===== src/rtl/core/lidd_pkg.sv =====
// Shared constants and types for the length/id prefixed deframer.
package lidd_pkg;

  // Header is a 32-bit little-endian length followed by a 32-bit id
  localparam int unsigned HeaderBytes = 8;
  localparam int unsigned PosWidth    = $clog2(HeaderBytes + 1);
  localparam int unsigned LenBytes    = 4;

  localparam logic [PosWidth-1:0] PosFirst   = '0;
  localparam logic [PosWidth-1:0] PosLastHdr = PosWidth'(HeaderBytes - 1);
  localparam logic [PosWidth-1:0] PosPayload = PosWidth'(HeaderBytes);
  localparam logic [PosWidth-1:0] PosIdFirst = PosWidth'(LenBytes);

  // One result item as produced by the parser
  typedef struct packed {
    logic        valid;
    logic [7:0]  payload_byte;
    logic [31:0] message_id;
    logic        last_of_message;
    logic        empty_message;
  } lidd_result_t;

endpackage


===== src/rtl/core/lidd_parse.sv =====
// Header/payload parser: holds the framing state and forms at most one result per byte.
module lidd_parse import lidd_pkg::*; (
  input  logic         clk_i,
  input  logic         rst_ni,
  input  logic         advance_i,
  input  logic [7:0]   data_byte_i,
  output lidd_result_t result_o
);

  logic [PosWidth-1:0] pos_q, pos_d;
  logic [31:0]         len_q, len_d;
  logic [31:0]         id_q, id_d;
  logic [31:0]         rem_q, rem_d;

  logic                in_header;
  logic [4:0]          lane_sel;
  logic [31:0]         len_base, id_base;
  logic [31:0]         len_new, id_new;

  assign in_header = (pos_q < PosPayload);
  // byte lane within the 32-bit word being assembled
  assign lane_sel  = {pos_q[1:0], 3'b000};

  // Header assembly and payload countdown
  always_comb begin
    len_base = (pos_q == PosFirst) ? 32'd0 : len_q;
    id_base  = (pos_q == PosFirst) ? 32'd0 : id_q;
    len_new  = len_base;
    id_new   = id_base;
    pos_d    = pos_q;
    len_d    = len_q;
    id_d     = id_q;
    rem_d    = rem_q;
    result_o = '0;
    result_o.message_id = id_q;

    if (in_header) begin
      if (pos_q < PosIdFirst) begin
        len_new[lane_sel +: 8] = data_byte_i;
      end else begin
        id_new[lane_sel +: 8] = data_byte_i;
      end
      len_d = len_new;
      id_d  = id_new;
      pos_d = pos_q + PosWidth'(1);
      if (pos_q == PosLastHdr) begin
        if (len_new == 32'd0) begin
          // empty message: one flagged item, then back to header
          pos_d = PosFirst;
          rem_d = 32'd0;
          result_o.valid           = 1'b1;
          result_o.message_id      = id_new;
          result_o.last_of_message = 1'b1;
          result_o.empty_message   = 1'b1;
        end else begin
          rem_d = len_new;
        end
      end
    end else begin
      // payload byte (positions past the header all count as payload)
      result_o.valid        = 1'b1;
      result_o.payload_byte = data_byte_i;
      if (rem_q <= 32'd1) begin
        rem_d = 32'd0;
        pos_d = PosFirst;
        result_o.last_of_message = 1'b1;
      end else begin
        rem_d = rem_q - 32'd1;
      end
    end
  end

  // Framing state
  always_ff @(posedge clk_i or negedge rst_ni) begin
    if (!rst_ni) begin
      pos_q <= PosFirst;
      len_q <= '0;
      id_q  <= '0;
      rem_q <= '0;
    end else if (advance_i) begin
      pos_q <= pos_d;
      len_q <= len_d;
      id_q  <= id_d;
      rem_q <= rem_d;
    end
  end

endmodule


===== src/rtl/core/length_id_prefixed_deframer_unit.sv =====
// Top level of the length/id prefixed deframer.
//
// Usage: raw stream bytes enter on data_byte_i, one item per in_valid_i &&
// in_ready_o edge. Each message is an 8-byte header (32-bit little-endian
// length, then 32-bit little-endian id) followed by the payload. Every
// payload byte leaves as one item tagged with the id; the final byte has
// last_of_message_o set. A zero-length message gives one item with payload 0
// and both last_of_message_o and empty_message_o set. Header bytes otherwise
// give no item.
// A result is shown from the output register in the cycle after its byte is
// accepted. One byte per cycle is taken while the receiver takes results, as
// the single output register is refilled in the same cycle it is drained.
// Reset clears the framing state (next byte is taken as the first header
// byte) and empties the output register. When the receiver stalls with a
// result held, in_ready_o drops and the parser state holds until the result
// is taken.
module length_id_prefixed_deframer_unit import lidd_pkg::*; (
  input  logic        clk_i,
  input  logic        rst_ni,
  input  logic        in_valid_i,
  output logic        in_ready_o,
  input  logic [7:0]  data_byte_i,
  output logic        out_valid_o,
  input  logic        out_ready_i,
  output logic [7:0]  payload_byte_o,
  output logic [31:0] message_id_o,
  output logic        last_of_message_o,
  output logic        empty_message_o
);

  lidd_result_t res;
  logic         accept;
  logic         out_valid_q;
  logic [7:0]   byte_q;
  logic [31:0]  id_q;
  logic         last_q;
  logic         empty_q;

  assign in_ready_o = !out_valid_q || out_ready_i;
  assign accept     = in_valid_i && in_ready_o;

  lidd_parse u_parse (
    .clk_i       (clk_i),
    .rst_ni      (rst_ni),
    .advance_i   (accept),
    .data_byte_i (data_byte_i),
    .result_o    (res)
  );

  // Output register valid flag
  always_ff @(posedge clk_i or negedge rst_ni) begin
    if (!rst_ni) begin
      out_valid_q <= 1'b0;
    end else if (in_ready_o) begin
      out_valid_q <= accept && res.valid;
    end
  end

  // Output payload
  always_ff @(posedge clk_i) begin
    if (accept && res.valid) begin
      byte_q  <= res.payload_byte;
      id_q    <= res.message_id;
      last_q  <= res.last_of_message;
      empty_q <= res.empty_message;
    end
  end

  assign out_valid_o       = out_valid_q;
  assign payload_byte_o    = byte_q;
  assign message_id_o      = id_q;
  assign last_of_message_o = last_q;
  assign empty_message_o   = empty_q;

endmodule


===== config.mk =====
export PLATFORM = sky130hd
export DESIGN_NAME = length_id_prefixed_deframer_unit
export DESIGN_NICKNAME = d
export VERILOG_FILES = /design/src/rtl/core/lidd_pkg.sv /design/src/rtl/core/lidd_parse.sv /design/src/rtl/core/length_id_prefixed_deframer_unit.sv
export SDC_FILE = /design/constraint.sdc
export NUM_CORES = 1
export LEC_CHECK = 0
export ABC_AREA = 1
export BUFFER_PORTS_ARGS = -buffer_cell sky130_fd_sc_hd__buf_2
export CAP_MARGIN = 20
export CORE_MARGIN = 8
export CORE_UTILIZATION = 58
export CTS_CLUSTER_SIZE = 8
export DETAILED_ROUTE_END_ITERATION = 10
export PLACE_DENSITY = 0.84
export SKIP_LAST_GASP = 1
export SYNTH_ARGS = -nofsm -noshare
export SYNTH_HDL_FRONTEND = slang
export SYNTH_SLANG_ARGS = --single-unit

===== constraint.sdc =====
create_clock -name clk_i -period 3.95 [get_ports clk_i]
set_input_delay 0.395 -clock clk_i [delete_from_list [all_inputs] [get_ports clk_i]]
set_output_delay 0.395 -clock clk_i [all_outputs]
set_load 0.01 [all_outputs]

==> results.md <==
* Status: complete, no violations
* RSZ-0062 raised after global routing: false
* CTS H-tree depth at 4
* Switching part of the total power at 0.448
* Post-route ant nets at 0
* Area Overhead vs Synth at 13.0%
* Cells after Synth at 1072
* Synth Area in Compound Gates at 0.0870
* Via count at 7361
* CTS tree: yes
* Vias in the first global route at 6878
* Post-synthesis register bit count at 143
* Post-cts gate resize count at 0
* Final setup fails at 0
* Inserted Diodes at 0
* Final hold violation count at 0
* Post-Synth XOR/XNOR Area at 0.0276
* Final min period at 3.24 ns
* Syn avg cell area at 7.39 µm²
* Pre-antenna DRT Iters at 6
* Final nets at 1135
* Max Cap Viol at 0
* Area of the multi-input gates at 3590 µm²
* HPWL after DPL at 14.9 mm
* Clk network pwr share at 0.221
* Clk_lat worst skew at 0.43 ns
* Combinational share of power at 0.448
* Synth Area in Adders at 0.0126
* DRC Markers at 0
* CP required at 4.05 ns
* Root Driver: clkbuf_16
* Final period utilization at 0.819
* Internal power at 0.00437 W
* P_sw at 0.00354 W
* Simple logic cell fraction of the synthesized area at 0.325
* Port Buf Inserts at 55
* Worst IR drop on VDD at 0.454 mV
* Max transition margin at 0.338
* # fillers at 1063
* Final slew viol count at 0
* DR vias/cell at 5.64
* Antenna violations before repair at 0
* Slew @ Worst Pin at 0.992 ns
* Register area share after synthesis at 0.478
* Hold Crit Class: input pin to register
* First-pass GRT wire length at 34.9 mm
* Boundary Pins at 56
* Largest net degree at the start of global routing at 82
* Crit start category: register
* CP endpoint kind: register
* Multiplexer share of the synthesized area at 0
* Die W at 133 µm
* Cell area after synthesis at 7920 µm²
* Chip height at 133 µm
* Pleak at 4.28 nW
* PD cells at 883 nW/µm²
* Num CTS Buffers at 17
* Wire length per cell at 16.5 µm
* Routability-driven placement congestion ratio at 0.943
* FF+latch area at 3790 µm²
* Share of the synthesized area in the top cell type at 0.319
* Kind of critical path: register to register
* Total global routing track utilization at 0.246
* Total power at 0.00791 W
* Top post-synthesis cells by area: dfrtp_1, nand2_1, edfxtp_1, nor2_1, o21ai_0
* Largest family of logic cells by synthesized area: simple AND/OR/NAND/NOR gates
* Flop pwr share at 0.330
* F_max at 309 MHz
* Syn_nets at 1092
* Initial DRC count at 860
* GRT overflow at 0
* CP arrival at 3.33 ns
* Layout cell share with drive strength beyond 1 at 0.106
* Clock skew at 0.00741 ns
* Ys Warns at 0
* Most frequent cells in the layout: nand2_1, nor2_1, dfrtp_1
* CTS Sinks at 143
* Post-Route WL at 21.6 mm
* Core area at 13300 µm²
* Setup TNS at 0 ns
* Crit path max fanout at 28
* Clk buf depth at 2
* # rows at 42
* Starting Density at 0.596
* Die area at 17700 µm²
* Post-synth top area cell: dfrtp_1
* Worst-path clk slew at 0.06 ns
* Yosys cell types at 33
* Most common cell after layout, fill and taps aside: nand2_1
[path summary, 6_finish.rpt]
check,startpoint,slack [ns],cells past startpoint,to
setup / recovery,u_parse.pos_q[1],0.71,15,message_id_o[10]
hold / removal,data_byte_i[0],0.32,3,payload_byte_o[0]
setup reg to reg,u_parse.pos_q[1],0.71,15,message_id_o[10]
hold reg to reg,u_parse.len_q[31],0.48,2,u_parse.len_q[31]
max in group asynchronous,rst_ni,2.53,3,out_valid_o
min in group asynchronous,rst_ni,0.52,2,u_parse.id_q[16]
[through the flow]
stage / util / worst slack [ns] / instance area, µm² / hold WS, ns / std cells
after floorplan: - / 0.924 / 7920 / 0.0994 / 1072
after global placement: 0.625 / 0.890 / 8300 / 0.440 / 1271
after detailed placement: 0.625 / 0.839 / 8300 / 0.443 / 1271
after CTS: 0.673 / 0.785 / 8950 / 0.322 / 1304
after global routing: 0.673 / 0.471 / 8950 / 0.334 / 1304
final: 0.673 / 0.714 / 8950 / 0.323 / 1304
[sequential cells by signal, indices dropped and copies added, names as in the netlist]
signal / count
out_valid_o: 1
message_id_o: 32
u_parse.rem_q: 32
u_parse.pos_q: 4
u_parse.id_q: 32
empty_message_o: 1
u_parse.len_q: 32
last_of_message_o: 1
payload_byte_o: 8
[per-layer routing]
metal | track usage | wire length (µm) | share of wire | vias up
met3 | 0.0587 | 1890 | 0.087 | 53
met2 | 0.388 | 10200 | 0.47 | 398
met1 | 0.317 | 8850 | 0.41 | 3394
li1 | - | - | - | 3516
met5 | 0 | 0 | 0 | -
met4 | 0.107 | 585 | 0.027 | 0
[power by group through the flow]
stage | Clock (W) | Sequential (W) | Combinational (W)
after global routing | 0.00181 | 0.00268 | 0.00393
after detailed placement | 0 | 0.00261 | 0.00345
after CTS | 0.00175 | 0.00260 | 0.00349
after global placement | 0 | 0.00260 | 0.00339
final | 0.00175 | 0.00261 | 0.00355
after floorplan | 0 | 0.00261 | 0.00252
[cell usage after synthesis, drive strengths merged]
cell,number
nor2,132
o21a,1
inv,82
o31ai,1
nor3,3
a21oi,31
nand4,20
o22ai,5
a22oi,3
xnor2,8
clkinv,1
o21ai,74
nand2,415
xor2,17
a31oi,14
ha,8
buf,19
nand3,64
nand3b,1
clkbuf,28
dfrtp,101
or2,2
edfxtp,42
[timing repair]
item / 4_1_cts / 5_1_grt
setup buffers: 0 / 0
hold buffers: 1 / 0
setup endpoints to repair: 0 / 0
hold endpoints to repair: 3 / 0
[cells by family after synthesis]
family                   count (synthesis)
AO/OA/AOI/OAI                          129
XOR/XNOR                                25
adder cells (fa/ha/maj)                  8
buffers and inverters                  130
flip-flops                             143
AND/OR/NAND/NOR                        637
[layout make-up]
cell class,count,area share
clock buffers,22,0.0541
clock inverters,10,0.0173
inverters,83,0.0348
multi-input cells,799,0.401
flip-flops and latches,143,0.423
well taps,176,0.0246
repair buffers,71,0.0447
[worst max-delay path, stage by stage, from the launching register on]
cell and delay [ns]:
dfrtp_1 0.43, inv_1 0.14, ha_1 0.50, inv_1 0.28, nand3_1 0.15, nor2_1 0.08, nand2_1 0.07, nand2_1 0.12
nor2_1 0.14, nand2_1 0.10, nor2_1 0.09, nand2_1 0.06, nor2_2 0.14, o21ai_0 0.13, inv_1 0.13, buf_4 0.34
Power figures use the tool's default switching activity.
